File: src/rtl/uri_stream_parser_core_macros.svh
// -----------------------------------------------------------------------------
// uri_stream_parser_core macros
// Assertion shorthands used by the parser core RTL.
// -----------------------------------------------------------------------------
`ifndef URI_STREAM_PARSER_CORE_MACROS_SVH
`define URI_STREAM_PARSER_CORE_MACROS_SVH

// Same-cycle implication, disabled during reset.
`define USP_ASSERT_IMP(lbl, clk, rst_n, ante, cons, msg) \
  lbl: assert property (@(posedge clk) disable iff (!rst_n) (ante) |-> (cons)) \
    else $error(msg);

// Next-cycle implication, disabled during reset.
`define USP_ASSERT_NXT(lbl, clk, rst_n, ante, cons, msg) \
  lbl: assert property (@(posedge clk) disable iff (!rst_n) (ante) |=> (cons)) \
    else $error(msg);

`endif

File: src/rtl/usp_pkg.sv
// -----------------------------------------------------------------------------
// usp_pkg
// Types, codes and constants of the URI stream parser.
// -----------------------------------------------------------------------------
`default_nettype none

package usp_pkg;

  // parser states
  localparam logic [3:0] ST_SCHEME_START = 4'd0;
  localparam logic [3:0] ST_SCHEME       = 4'd1;
  localparam logic [3:0] ST_MARK         = 4'd2;
  localparam logic [3:0] ST_HOST         = 4'd3;
  localparam logic [3:0] ST_PORT         = 4'd4;
  localparam logic [3:0] ST_PATH         = 4'd5;
  localparam logic [3:0] ST_QUERY        = 4'd6;
  localparam logic [3:0] ST_FRAG         = 4'd7;
  localparam logic [3:0] ST_END          = 4'd8;

  // section codes on the result
  localparam logic [2:0] SEC_SCHEME = 3'd0;
  localparam logic [2:0] SEC_HOST   = 3'd1;
  localparam logic [2:0] SEC_PORT   = 3'd2;
  localparam logic [2:0] SEC_PATH   = 3'd3;
  localparam logic [2:0] SEC_QUERY  = 3'd4;
  localparam logic [2:0] SEC_FRAG   = 3'd5;
  localparam logic [2:0] SEC_DELIM  = 3'd6;

  // error codes
  localparam logic [3:0] ERR_NONE       = 4'd0;
  localparam logic [3:0] ERR_SCHEME     = 4'd1;
  localparam logic [3:0] ERR_MARKER     = 4'd2;
  localparam logic [3:0] ERR_PERCENT    = 4'd3;
  localparam logic [3:0] ERR_PORT_LARGE = 4'd4;
  localparam logic [3:0] ERR_PORT_CHAR  = 4'd5;
  localparam logic [3:0] ERR_AUTHORITY  = 4'd6;
  localparam logic [3:0] ERR_PATH       = 4'd7;
  localparam logic [3:0] ERR_QUERY      = 4'd8;

  // UTF-8 lead classes that narrow the first continuation byte
  localparam logic [2:0] U8_PLAIN = 3'd0;
  localparam logic [2:0] U8_E0    = 3'd1;
  localparam logic [2:0] U8_ED    = 3'd2;
  localparam logic [2:0] U8_F0    = 3'd3;
  localparam logic [2:0] U8_F4    = 3'd4;

  localparam logic [19:0] PORT_MAX = 20'd65535;

  localparam logic [7:0] CH_NUL     = 8'h00;
  localparam logic [7:0] CH_PERCENT = 8'h25;
  localparam logic [7:0] CH_COLON   = 8'h3A;
  localparam logic [7:0] CH_SLASH   = 8'h2F;
  localparam logic [7:0] CH_QMARK   = 8'h3F;
  localparam logic [7:0] CH_HASH    = 8'h23;
  localparam logic [7:0] CH_PLUS    = 8'h2B;
  localparam logic [7:0] CH_MINUS   = 8'h2D;
  localparam logic [7:0] CH_DOT     = 8'h2E;
  localparam logic [7:0] CH_TILDE   = 8'h7E;
  localparam logic [7:0] CH_USCORE  = 8'h5F;
  localparam logic [7:0] CH_EQUAL   = 8'h3D;

  typedef struct packed {
    logic [3:0]  st;
    logic [1:0]  mark;
    logic [1:0]  esc_ph;
    logic [3:0]  esc_hi;
    logic [1:0]  u8_rem;
    logic [2:0]  u8_cls;
    logic [16:0] port;
    logic [3:0]  err;
  } usp_state_t;

  localparam usp_state_t USP_STATE_RST = '{
    st: ST_SCHEME_START, mark: 2'd0, esc_ph: 2'd0, esc_hi: 4'd0,
    u8_rem: 2'd0, u8_cls: U8_PLAIN, port: 17'd0, err: ERR_NONE
  };

  typedef struct packed {
    logic       digit;
    logic       alpha;
    logic       alnum;
    logic       unres;
    logic       sub;
    logic       hex_ok;
    logic [3:0] hex_val;
    logic       lead_ok;
    logic [1:0] lead_rem;
    logic [2:0] lead_cls;
  } usp_cls_t;

  typedef struct packed {
    logic [2:0]  section;
    logic [7:0]  data_byte;
    logic        data_valid;
    logic [3:0]  error_code;
    logic [15:0] port_number;
    logic        uri_done;
    logic        uri_ok;
  } usp_res_t;

  function automatic logic [2:0] sec_code(input logic [3:0] st);
    logic [2:0] s;
    unique case (st) inside
      ST_SCHEME_START, ST_SCHEME: s = SEC_SCHEME;
      ST_HOST:  s = SEC_HOST;
      ST_PORT:  s = SEC_PORT;
      ST_PATH:  s = SEC_PATH;
      ST_QUERY: s = SEC_QUERY;
      ST_FRAG:  s = SEC_FRAG;
      default:  s = SEC_DELIM;
    endcase
    return s;
  endfunction

endpackage

`default_nettype wire

File: src/rtl/usp_in_if.sv
// -----------------------------------------------------------------------------
// usp_in_if
// Byte request channel into the URI parser.
// -----------------------------------------------------------------------------
`default_nettype none

interface usp_in_if;
  logic       valid;
  logic       ready;
  logic [7:0] in_byte;
  logic       in_last;

  modport source (output valid, output in_byte, output in_last, input ready);
  modport sink   (input valid, input in_byte, input in_last, output ready);
endinterface

`default_nettype wire

File: src/rtl/usp_out_if.sv
// -----------------------------------------------------------------------------
// usp_out_if
// Result request channel out of the URI parser.
// -----------------------------------------------------------------------------
`default_nettype none

interface usp_out_if;
  logic        valid;
  logic        ready;
  logic [2:0]  section;
  logic [7:0]  data_byte;
  logic        data_valid;
  logic [3:0]  error_code;
  logic [15:0] port_number;
  logic        uri_done;
  logic        uri_ok;

  modport source (output valid, output section, output data_byte, output data_valid,
                  output error_code, output port_number, output uri_done,
                  output uri_ok, input ready);
  modport sink   (input valid, input section, input data_byte, input data_valid,
                  input error_code, input port_number, input uri_done,
                  input uri_ok, output ready);
endinterface

`default_nettype wire

File: src/rtl/usp_classify.sv
// -----------------------------------------------------------------------------
// usp_classify
// Character classes, hex value and UTF-8 lead decode of one byte.
// -----------------------------------------------------------------------------
`default_nettype none

module usp_classify (
  input  wire logic [7:0]      byte_i,
  output usp_pkg::usp_cls_t    cls_o
);

  logic is_digit;
  logic is_alpha;
  logic lo_hex;
  logic up_hex;

  always_comb begin
    is_digit = (byte_i >= "0") && (byte_i <= "9");
    is_alpha = ((byte_i >= "a") && (byte_i <= "z")) || ((byte_i >= "A") && (byte_i <= "Z"));
    lo_hex   = (byte_i >= "a") && (byte_i <= "f");
    up_hex   = (byte_i >= "A") && (byte_i <= "F");

    cls_o.digit = is_digit;
    cls_o.alpha = is_alpha;
    cls_o.alnum = is_digit || is_alpha;
    cls_o.unres = is_digit || is_alpha || (byte_i == usp_pkg::CH_MINUS) ||
                  (byte_i == usp_pkg::CH_DOT) || (byte_i == usp_pkg::CH_USCORE) ||
                  (byte_i == usp_pkg::CH_TILDE);
    cls_o.sub   = (byte_i == "!") || (byte_i == "$") || (byte_i == "&") ||
                  (byte_i == 8'h27) || (byte_i == "(") || (byte_i == ")") ||
                  (byte_i == "*") || (byte_i == usp_pkg::CH_PLUS) || (byte_i == ",") ||
                  (byte_i == ";") || (byte_i == usp_pkg::CH_EQUAL);

    // letters: low nibble + 9 gives a..f / A..F
    cls_o.hex_ok  = is_digit || lo_hex || up_hex;
    cls_o.hex_val = is_digit ? byte_i[3:0] : (byte_i[3:0] + 4'd9);

    cls_o.lead_ok  = 1'b1;
    cls_o.lead_rem = 2'd0;
    cls_o.lead_cls = usp_pkg::U8_PLAIN;
    if ((byte_i >= 8'hC2) && (byte_i <= 8'hDF)) begin
      cls_o.lead_rem = 2'd1;
    end else if (byte_i == 8'hE0) begin
      cls_o.lead_rem = 2'd2;
      cls_o.lead_cls = usp_pkg::U8_E0;
    end else if (byte_i == 8'hED) begin
      cls_o.lead_rem = 2'd2;
      cls_o.lead_cls = usp_pkg::U8_ED;
    end else if ((byte_i >= 8'hE1) && (byte_i <= 8'hEF)) begin
      cls_o.lead_rem = 2'd2;
    end else if (byte_i == 8'hF0) begin
      cls_o.lead_rem = 2'd3;
      cls_o.lead_cls = usp_pkg::U8_F0;
    end else if ((byte_i >= 8'hF1) && (byte_i <= 8'hF3)) begin
      cls_o.lead_rem = 2'd3;
    end else if (byte_i == 8'hF4) begin
      cls_o.lead_rem = 2'd3;
      cls_o.lead_cls = usp_pkg::U8_F4;
    end else begin
      cls_o.lead_ok = 1'b0;
    end
  end

endmodule

`default_nettype wire

File: src/rtl/usp_step.sv
// -----------------------------------------------------------------------------
// usp_step
// Next parser state and result for one byte.
// -----------------------------------------------------------------------------
`default_nettype none

module usp_step (
  input  wire usp_pkg::usp_state_t  cur_i,
  input  wire logic [7:0]           byte_i,
  input  wire logic                 last_i,
  input  wire usp_pkg::usp_cls_t    cls_i,
  output usp_pkg::usp_state_t       nxt_o,
  output usp_pkg::usp_res_t         res_o
);

  function automatic logic [3:0] end_fail(input usp_pkg::usp_state_t s);
    logic [3:0] f;
    f = usp_pkg::ERR_NONE;
    case (s.st) inside
      usp_pkg::ST_SCHEME_START, usp_pkg::ST_SCHEME: f = usp_pkg::ERR_SCHEME;
      usp_pkg::ST_MARK: f = usp_pkg::ERR_MARKER;
      usp_pkg::ST_HOST, usp_pkg::ST_PATH, usp_pkg::ST_QUERY: begin
        if (s.esc_ph != 2'd0) begin
          f = usp_pkg::ERR_PERCENT;
        end else if (s.u8_rem != 2'd0) begin
          f = (s.st == usp_pkg::ST_PATH) ? usp_pkg::ERR_PATH : usp_pkg::ERR_QUERY;
        end
      end
      default: f = usp_pkg::ERR_NONE;
    endcase
    return f;
  endfunction

  usp_pkg::usp_state_t n;
  logic [3:0]  fail_c;
  logic [3:0]  end_c;
  logic [3:0]  ecode;
  logic [19:0] pv;
  logic [7:0]  esc_v;
  logic [7:0]  u8_lo;
  logic [7:0]  u8_hi;
  logic [1:0]  mk;

  always_comb begin
    n      = cur_i;
    res_o  = '0;
    res_o.section = usp_pkg::SEC_DELIM;
    fail_c = usp_pkg::ERR_NONE;
    end_c  = usp_pkg::ERR_NONE;
    pv     = ({3'd0, cur_i.port} << 3) + ({3'd0, cur_i.port} << 1) + {16'd0, byte_i[3:0]};
    esc_v  = {cur_i.esc_hi, cls_i.hex_val};
    mk     = cur_i.mark + 2'd1;
    ecode  = (cur_i.st == usp_pkg::ST_HOST) ? usp_pkg::ERR_AUTHORITY :
             ((cur_i.st == usp_pkg::ST_PATH) ? usp_pkg::ERR_PATH : usp_pkg::ERR_QUERY);
    u8_lo  = 8'h80;
    u8_hi  = 8'hBF;
    case (cur_i.u8_cls)
      usp_pkg::U8_E0: u8_lo = 8'hA0;
      usp_pkg::U8_ED: u8_hi = 8'h9F;
      usp_pkg::U8_F0: u8_lo = 8'h90;
      usp_pkg::U8_F4: u8_hi = 8'h8F;
      default: u8_lo = 8'h80;
    endcase

    if (n.st > usp_pkg::ST_END) begin
      n.st = usp_pkg::ST_END;
    end

    if ((n.err == usp_pkg::ERR_NONE) && (n.st != usp_pkg::ST_END)) begin
      if (byte_i == usp_pkg::CH_NUL) begin
        fail_c = end_fail(n);
        n.st   = usp_pkg::ST_END;
      end else begin
        case (n.st)
          usp_pkg::ST_SCHEME_START: begin
            if (cls_i.alpha) begin
              res_o.data_valid = 1'b1;
              res_o.data_byte  = byte_i;
              res_o.section    = usp_pkg::SEC_SCHEME;
              n.st = usp_pkg::ST_SCHEME;
            end else begin
              fail_c = usp_pkg::ERR_SCHEME;
            end
          end
          usp_pkg::ST_SCHEME: begin
            if (cls_i.alnum || (byte_i == usp_pkg::CH_PLUS) || (byte_i == usp_pkg::CH_MINUS) ||
                (byte_i == usp_pkg::CH_DOT)) begin
              res_o.data_valid = 1'b1;
              res_o.data_byte  = byte_i;
              res_o.section    = usp_pkg::SEC_SCHEME;
            end else if (byte_i == usp_pkg::CH_COLON) begin
              n.st   = usp_pkg::ST_MARK;
              n.mark = 2'd0;
            end else begin
              fail_c = usp_pkg::ERR_SCHEME;
            end
          end
          usp_pkg::ST_MARK: begin
            if (byte_i == usp_pkg::CH_SLASH) begin
              n.mark = mk;
              if (mk >= 2'd2) begin
                n.st   = usp_pkg::ST_HOST;
                n.mark = 2'd0;
              end
            end else begin
              fail_c = usp_pkg::ERR_MARKER;
            end
          end
          usp_pkg::ST_PORT: begin
            if (cls_i.digit) begin
              if (pv > usp_pkg::PORT_MAX) begin
                fail_c = usp_pkg::ERR_PORT_LARGE;
              end else begin
                n.port = pv[16:0];
                res_o.data_valid = 1'b1;
                res_o.data_byte  = byte_i;
                res_o.section    = usp_pkg::SEC_PORT;
              end
            end else if (byte_i == usp_pkg::CH_SLASH) begin
              n.st = usp_pkg::ST_PATH;
            end else begin
              fail_c = usp_pkg::ERR_PORT_CHAR;
            end
          end
          usp_pkg::ST_FRAG: begin
            res_o.data_valid = 1'b1;
            res_o.data_byte  = byte_i;
            res_o.section    = usp_pkg::SEC_FRAG;
          end
          default: begin
            // host, path and query content
            if (n.esc_ph == 2'd1) begin
              if (!cls_i.hex_ok) begin
                fail_c = usp_pkg::ERR_PERCENT;
              end else begin
                n.esc_hi = cls_i.hex_val;
                n.esc_ph = 2'd2;
              end
            end else if (n.esc_ph == 2'd2) begin
              if (!cls_i.hex_ok) begin
                fail_c = usp_pkg::ERR_PERCENT;
              end else begin
                n.esc_ph = 2'd0;
                n.esc_hi = 4'd0;
                if (esc_v == 8'd0) begin
                  fail_c = usp_pkg::ERR_PERCENT;
                end else begin
                  res_o.data_valid = 1'b1;
                  res_o.data_byte  = esc_v;
                  res_o.section    = usp_pkg::sec_code(n.st);
                end
              end
            end else if (n.u8_rem != 2'd0) begin
              if ((byte_i < u8_lo) || (byte_i > u8_hi)) begin
                fail_c = ecode;
              end else begin
                n.u8_rem = n.u8_rem - 2'd1;
                n.u8_cls = usp_pkg::U8_PLAIN;
                res_o.data_valid = 1'b1;
                res_o.data_byte  = byte_i;
                res_o.section    = usp_pkg::sec_code(n.st);
              end
            end else if (cls_i.unres || cls_i.sub) begin
              res_o.data_valid = 1'b1;
              res_o.data_byte  = byte_i;
              res_o.section    = usp_pkg::sec_code(n.st);
            end else if (byte_i == usp_pkg::CH_PERCENT) begin
              n.esc_ph = 2'd1;
            end else if (n.st == usp_pkg::ST_HOST) begin
              if (byte_i == usp_pkg::CH_COLON) begin
                n.st = usp_pkg::ST_PORT;
              end else if (byte_i == usp_pkg::CH_SLASH) begin
                n.st = usp_pkg::ST_PATH;
              end else begin
                fail_c = usp_pkg::ERR_AUTHORITY;
              end
            end else if ((byte_i == usp_pkg::CH_SLASH) ||
                         ((byte_i == usp_pkg::CH_QMARK) && (n.st == usp_pkg::ST_QUERY))) begin
              res_o.data_valid = 1'b1;
              res_o.data_byte  = byte_i;
              res_o.section    = usp_pkg::sec_code(n.st);
            end else if (byte_i == usp_pkg::CH_QMARK) begin
              n.st = usp_pkg::ST_QUERY;
            end else if (byte_i == usp_pkg::CH_HASH) begin
              n.st = usp_pkg::ST_FRAG;
            end else if (cls_i.lead_ok) begin
              n.u8_rem = cls_i.lead_rem;
              n.u8_cls = cls_i.lead_cls;
              res_o.data_valid = 1'b1;
              res_o.data_byte  = byte_i;
              res_o.section    = usp_pkg::sec_code(n.st);
            end else begin
              fail_c = ecode;
            end
          end
        endcase
      end
      if (fail_c != usp_pkg::ERR_NONE) begin
        n.err = fail_c;
        if ((fail_c == usp_pkg::ERR_PORT_LARGE) || (fail_c == usp_pkg::ERR_PORT_CHAR)) begin
          n.port = 17'd0;
        end
      end
    end

    // last byte closes the string unless it already ended or failed
    if (last_i && (n.err == usp_pkg::ERR_NONE) && (n.st != usp_pkg::ST_END)) begin
      end_c = end_fail(n);
      n.st  = usp_pkg::ST_END;
      if (end_c != usp_pkg::ERR_NONE) begin
        n.err = end_c;
      end
    end

    res_o.error_code  = n.err;
    res_o.port_number = n.port[15:0];
    res_o.uri_done    = last_i;
    res_o.uri_ok      = last_i && (n.err == usp_pkg::ERR_NONE);

    nxt_o = last_i ? usp_pkg::USP_STATE_RST : n;
  end

endmodule

`default_nettype wire

File: src/rtl/uri_stream_parser_core.sv
// -----------------------------------------------------------------------------
// uri_stream_parser_core: byte-serial URI checker and splitter
// Path: a taken byte is captured in byte1, then its result is registered in res.
// Throughput: 1 byte per cycle while the result side does not stall.
// Backpressure on the result side holds both registers; no bubble when it clears.
// Reset: synchronous, active low; the parser returns to scheme start, no error.
// -----------------------------------------------------------------------------
`default_nettype none

`include "uri_stream_parser_core_macros.svh"

module uri_stream_parser_core (
  input  wire logic    clk,
  input  wire logic    rst_n,
  usp_in_if.sink       in_ch,
  usp_out_if.source    out_ch
);

  // Two registers: input capture (byte1) and result (res). The parser state
  // advances when the captured byte moves into the result register.

  logic                 v1_r, v1_nxt;
  logic [7:0]           byte1_r;
  logic                 last1_r;
  logic                 out_v_r, out_v_nxt;
  usp_pkg::usp_res_t    res_r;
  usp_pkg::usp_state_t  st_r, st_nxt;

  usp_pkg::usp_cls_t    cls;
  usp_pkg::usp_state_t  step_st;
  usp_pkg::usp_res_t    step_res;

  logic adv;     // result register can take a new request
  logic in_acc;  // input request taken this cycle

  assign adv         = !out_v_r || out_ch.ready;
  assign in_ch.ready = !v1_r || adv;
  assign in_acc      = in_ch.valid && in_ch.ready;

  usp_classify u_classify (
    .byte_i (byte1_r),
    .cls_o  (cls)
  );

  usp_step u_step (
    .cur_i  (st_r),
    .byte_i (byte1_r),
    .last_i (last1_r),
    .cls_i  (cls),
    .nxt_o  (step_st),
    .res_o  (step_res)
  );

  always_comb begin
    v1_nxt    = in_acc ? 1'b1 : (adv ? 1'b0 : v1_r);
    out_v_nxt = adv ? v1_r : out_v_r;
    st_nxt    = (adv && v1_r) ? step_st : st_r;
  end

  // control state
  always_ff @(posedge clk) begin
    if (!rst_n) begin
      v1_r    <= 1'b0;
      out_v_r <= 1'b0;
      st_r    <= usp_pkg::USP_STATE_RST;
    end else begin
      v1_r    <= v1_nxt;
      out_v_r <= out_v_nxt;
      st_r    <= st_nxt;
    end
  end

  // payload, no reset needed
  always_ff @(posedge clk) begin
    if (in_acc) begin
      byte1_r <= in_ch.in_byte;
      last1_r <= in_ch.in_last;
    end
    if (adv && v1_r) begin
      res_r <= step_res;
    end
  end

  assign out_ch.valid       = out_v_r;
  assign out_ch.section     = res_r.section;
  assign out_ch.data_byte   = res_r.data_byte;
  assign out_ch.data_valid  = res_r.data_valid;
  assign out_ch.error_code  = res_r.error_code;
  assign out_ch.port_number = res_r.port_number;
  assign out_ch.uri_done    = res_r.uri_done;
  assign out_ch.uri_ok      = res_r.uri_ok;

  // ok only on a clean final result
  `USP_ASSERT_IMP(a_ok_clean, clk, rst_n, out_v_r && res_r.uri_ok,
    res_r.uri_done && (res_r.error_code == usp_pkg::ERR_NONE), "uri_ok without clean done")

  // section bytes never carry the delimiter code
  `USP_ASSERT_IMP(a_data_sec, clk, rst_n, out_v_r && res_r.data_valid,
    res_r.section != usp_pkg::SEC_DELIM, "data on delimiter section")

  // input stalls only when both registers are full and the sink is busy
  `USP_ASSERT_IMP(a_stall_cause, clk, rst_n, !in_ch.ready,
    v1_r && out_v_r && !out_ch.ready, "input stalled without cause")

  // a latched error stays until the last byte
  `USP_ASSERT_NXT(a_err_hold, clk, rst_n,
    adv && v1_r && !last1_r && (st_r.err != usp_pkg::ERR_NONE),
    st_r.err == $past(st_r.err), "latched error changed")

  // the last byte returns the parser to reset state
  `USP_ASSERT_NXT(a_last_clear, clk, rst_n, adv && v1_r && last1_r,
    st_r == usp_pkg::USP_STATE_RST, "state not cleared after last")

endmodule

`default_nettype wire
File: src/flat_wrapper.sv
// flat-port wrapper written by rule: the top's interface ports become plain ports
module uri_stream_parser_core_flat 
  (clk, rst_n, in_ch_valid, in_ch_in_byte, in_ch_in_last, in_ch_ready, out_ch_valid, out_ch_section, out_ch_data_byte, out_ch_data_valid, out_ch_error_code, out_ch_port_number, out_ch_uri_done, out_ch_uri_ok, out_ch_ready);
  usp_in_if in_ch_i ();
  usp_out_if out_ch_i ();
  input  wire logic clk;
  input  wire logic rst_n;
  input wire logic [$bits(in_ch_i.valid)-1:0] in_ch_valid;
  input wire logic [$bits(in_ch_i.in_byte)-1:0] in_ch_in_byte;
  input wire logic [$bits(in_ch_i.in_last)-1:0] in_ch_in_last;
  output wire logic [$bits(in_ch_i.ready)-1:0] in_ch_ready;
  output wire logic [$bits(out_ch_i.valid)-1:0] out_ch_valid;
  output wire logic [$bits(out_ch_i.section)-1:0] out_ch_section;
  output wire logic [$bits(out_ch_i.data_byte)-1:0] out_ch_data_byte;
  output wire logic [$bits(out_ch_i.data_valid)-1:0] out_ch_data_valid;
  output wire logic [$bits(out_ch_i.error_code)-1:0] out_ch_error_code;
  output wire logic [$bits(out_ch_i.port_number)-1:0] out_ch_port_number;
  output wire logic [$bits(out_ch_i.uri_done)-1:0] out_ch_uri_done;
  output wire logic [$bits(out_ch_i.uri_ok)-1:0] out_ch_uri_ok;
  input wire logic [$bits(out_ch_i.ready)-1:0] out_ch_ready;
  assign in_ch_i.valid = in_ch_valid;
  assign in_ch_i.in_byte = in_ch_in_byte;
  assign in_ch_i.in_last = in_ch_in_last;
  assign in_ch_ready = in_ch_i.ready;
  assign out_ch_valid = out_ch_i.valid;
  assign out_ch_section = out_ch_i.section;
  assign out_ch_data_byte = out_ch_i.data_byte;
  assign out_ch_data_valid = out_ch_i.data_valid;
  assign out_ch_error_code = out_ch_i.error_code;
  assign out_ch_port_number = out_ch_i.port_number;
  assign out_ch_uri_done = out_ch_i.uri_done;
  assign out_ch_uri_ok = out_ch_i.uri_ok;
  assign out_ch_i.ready = out_ch_ready;
  uri_stream_parser_core u_core (.clk(clk), .rst_n(rst_n), .in_ch(in_ch_i), .out_ch(out_ch_i));
endmodule
File: config.mk
export PLATFORM = sky130hd
export DESIGN_NAME = uri_stream_parser_core_flat
export DESIGN_NICKNAME = d
export VERILOG_FILES = /design/src/rtl/usp_pkg.sv /design/src/rtl/usp_in_if.sv /design/src/rtl/usp_out_if.sv /design/src/rtl/usp_classify.sv /design/src/rtl/usp_step.sv /design/src/rtl/uri_stream_parser_core.sv /design/src/flat_wrapper.sv
export VERILOG_INCLUDE_DIRS = /design/src /design/src/rtl
export SDC_FILE = /design/constraint.sdc
export NUM_CORES = 1
export LEC_CHECK = 0
export BUFFER_PORTS_ARGS = -buffer_cell sky130_fd_sc_hd__buf_2
export CAP_MARGIN = 20
export CORE_MARGIN = 1
export CORE_UTILIZATION = 34
export CTS_CLUSTER_SIZE = 25
export DETAILED_ROUTE_END_ITERATION = 10
export SLEW_MARGIN = 30
export SYNTH_ARGS = -nofsm -noshare
export SYNTH_HDL_FRONTEND = slang
export SYNTH_SLANG_ARGS = --single-unit
File: constraint.sdc
create_clock -name clk -period 3.7 [get_ports clk]
set_input_delay 0.185 -clock clk [delete_from_list [all_inputs] [get_ports clk]]
set_output_delay 0.185 -clock clk [all_outputs]
set_load 0.02 [all_outputs]
==> reports/results.tsv <==
stage	metric	value	unit
outcome	outcome	complete, but fails checks	
outcome	failing checks	negative setup slack	
setup_path	cells on worst reg2reg path	12	
layout	final instance area	0.00888	sq mm
floorplanning	Rows	51	
sta	fin crit share	100	%
sta	Fin Setup TNS	-3.29	ps
setup_path	worst setup path category	reg -> reg	
hold_path	worst hold start	in_ch_in_byte[7]	
layout	antenna cells	0	
synthesis	count leader, synth	nor2_1	
setup_path	Arr. time, crit path	3930	ps
global_route	global-route wire length before repair	36.0	mm
sta	Slew Limit Headroom	35.0	%
clock_tree	H-tree levels	3	
global_route	largest net degree at the start of global routing	26	
synthesis	Synth cell types	91	
layout	Util after Layout	45.6	%
route	Via Count	7145	
synthesis	Mapped Cells	795	
synthesis	most used flip-flop cell after synthesis	edfxtp_1	
synthesis	Syn. warnings	0	
clock_tree	CTS Buf Count	9	
setup_path	CP Max Fanout	8	
place	Inst Count DP	1204	
synthesis	synthesized area	0.00675	sq mm
sta	RSZ-0062 raised after global routing	yes	
place	dpl hpwl	17.6	mm
synthesis	syn avg cell area	8.48	sq um
layout	Total Nets Final	1026	
route	DR WL/cell	18.7	um
setup_path	Worst Setup End Kind	register	
hold_path	worst hold endpoint	u_core.byte1_r[7]	
layout	Filler cells	1936	
layout	area delta synth->final	31.6	%
place	RePlAce Congestion	1.01	
route	Via density	5.78	
global_route	GR Overflow Total	0	
sta	Max Fclk	270	MHz
synthesis	Synth area leader	edfxtp_1	
floorplanning	width of the die	143	um
clock_tree	largest buffer count on any clock path	2	
power_and_ir_drop	static leakage power	3.83	nW
setup_path	origin of the critical flop-to-flop path	u_core.byte1_r[0]	
setup_path	data required time of the worst path	3930	ps
sta	# setup viols final	1	
setup_path	Startpoint Class	register	
power_and_ir_drop	VDD IR max	240	uV
sta	clk_skew	7.92	ps
sta	count of pins over their slew limit	0	
floorplanning	CORE AREA	0.0195	sq mm
synthesis	Syn Nets	855	
hold_path	Hold Path Class	in -> reg	
setup_path	reg-to-reg setup timing slack	-3	ps
global_route	vias in the first global route	6640	
synthesis	top cells by count, synth	nor2_1, a21oi_1, ha_1	
sta	final hold violations	0	
hold_path	hold depth	1	
synthesis	Seq/Total Area, Yosys	31.0	%
sta	min cycle time layout	3700	ps
route	post-route ant nets	0	
clock_tree	clk_lat worst skew	360	ps
sta	measured slew at the worst slew-check pin	951	ps
floorplanning	DIE AREA	0.0204	sq mm
synthesis	top cell type's share of synthesized area	19.1	%
clock_tree	CTS tree	done	
route	DRT iter0 DRCs	753	
power_and_ir_drop	pwr/cell area	276	mW/mm^2
synthesis	register bit total from synthesis	83	
sta	Setup WS post-layout	-3.29	ps
layout	Post-Layout Cell Count	1236	
place	Placed Area	0.00818	sq mm
floorplanning	# IOs	49	
clock_tree	clk root buf	clkbuf_16	
synthesis	Post-synth EDFFs	43	
floorplanning	Starting Density	34.7	%
global_route	initial antenna violation count	0	
place	Port-buffer cells	48	
synthesis	synth top area cells	edfxtp_1, dfxtp_1, ha_1, nor2_1, a21oi_1	
place	DP Worst Slack	-96.0	ps
global_route	gr usage total	23.1	%
setup_path	RR Endpoint	u_core.out_ch.error_code[0]	
synthesis	Async SR Flop Fraction	0	%
run	max_cap viols	0	
route	DRT Pass-1 Iters	6	
clock_tree	Clock Sinks	83	
route	Post-route DRC	0	
layout	layout cells sized above 1	28.0	%
route	Total Wirelength	23.1	mm
floorplanning	Die Y	143	um
clock_tree	CTS clock-pin slew for the worst setup and hold paths	70	ps
## worst max-delay path: stages (launching register included)
cell and delay [ps]:
edfxtp_1 430, ha_1 250, or4b_4 530, o211ai_4 200, a31oi_1 120, or2_4 310, or4_4 510, a211oi_2 250
buf_4 180, nor2_4 60, or4b_1 460, and3_1 160, o21ai_2 90
## power by group
part           total (mW)  leakage [nW]  internal (mW)  switching, mW
Clock               0.966         0.152          0.529          0.436
Combinational       0.474          2.95          0.196          0.278
Sequential           1.01         0.730          0.999         0.0155
Total                2.45          3.83           1.72          0.730
## routing by layer
metal,part of all wire [%],global-route usage [%],up-vias
met5,0,0,-
met4,3.3,9.73,0
met3,5.9,3.15,65
met2,45,36.5,274
met1,46,31.5,3416
li1,-,-,3390
## layout make-up
| class | count | area, sq um | share of cell area, % |
|---|---|---|---|
| clock inverters | 5 | 47.5 | 0.536 |
| well taps | 265 | 332 | 3.74 |
| flip-flops and latches | 83 | 2090 | 23.6 |
| repair buffers | 201 | 1420 | 16.0 |
| multi-input cells | 638 | 4590 | 51.8 |
| clock buffers | 11 | 264 | 2.97 |
| inverters | 33 | 124 | 1.40 |
## how the worst max path moves through the flow
stage	cells after the start	startpoint	endpoint
final	12	u_core.byte1_r[0]	u_core.out_ch.error_code[0]
after global routing	12	u_core.byte1_r[0]	u_core.out_ch.uri_ok
after CTS	13	u_core.byte1_r[3]	u_core.out_ch.uri_ok
after detailed placement	13	u_core.byte1_r[3]	u_core.st_r[19]
after global placement	12	u_core.byte1_r[0]	u_core.out_ch.error_code[0]
after floorplan	14	u_core.byte1_r[3]	u_core.out_ch.port_number[10]
## cell usage in the layout (no fill, tap or decap), types with 6 or more instances in the layout
master,netlist,routed
nand4_1,6,6
mux2i_1,23,23
nand2_1,43,43
or3_1,9,7
buf_4,0,142
o21ai_1,5,6
o21ai_0,34,32
a21oi_1,64,59
a31oi_1,11,10
o21a_1,8,7
nor4_1,9,8
a32o_1,6,6
nor2b_1,12,11
edfxtp_1,43,43
nor2_1,92,91
xnor2_1,16,15
o211ai_1,9,9
and4_1,7,6
buf_6,1,6
o21bai_1,6,6
nor3_1,21,17
nand3_1,19,18
clkbuf_16,0,10
o2111ai_1,9,8
and3_1,10,10
nand2b_1,11,11
and2_1,12,12
a21o_1,7,7
dfxtp_1,40,40
a211oi_1,13,11
ha_1,45,44
a22o_1,16,16
buf_2,9,48
inv_1,30,30
## what timing repair did
item,CTS,global route
gates resized for setup,19,37
gates cloned,1,0
buffers inserted,5,5
pin swaps,4,9
endpoints found under the setup margin,35,46
hold buffers,4,1
hold endpoints to repair,4,1
## flip-flops by register name, summed over array words and instances (netlist names)
signal / count
u_core.st_r: 38
u_core.out_ch.section: 3
u_core.out_ch.data_byte: 8
u_core.out_ch.uri_done: 1
u_core.byte1_r: 8
u_core.out_ch.port_number: 16
u_core.v1_r: 1
u_core.out_ch.uri_ok: 1
u_core.out_ch.data_valid: 1
u_core.last1_r: 1
u_core.out_ch.valid: 1
u_core.out_ch.error_code: 4
## through the flow
step	hold WS, ps	power [mW]
2_1_floorplan	284	1.27
3_3_place_gp	362	1.46
3_5_place_dp	363	1.46
4_1_cts	0.253	2.43
5_1_grt	1.69	2.53
6_report	3.03	2.45
## cell families (layout without fill, tap and decap cells)
logic type	after synthesis	in the layout	synth area share, %
AO/OA/AOI/OAI	257	257	26.8
flip-flops	83	83	31.0
AND/OR/NAND/NOR	289	289	22.6
adder cells (fa/ha/maj)	47	47	8.94
multiplexers	24	24	3.58
buffers and inverters	74	250	4.40
XOR/XNOR	21	21	2.73
No activity file was read; power rests on OpenSTA's default activity.
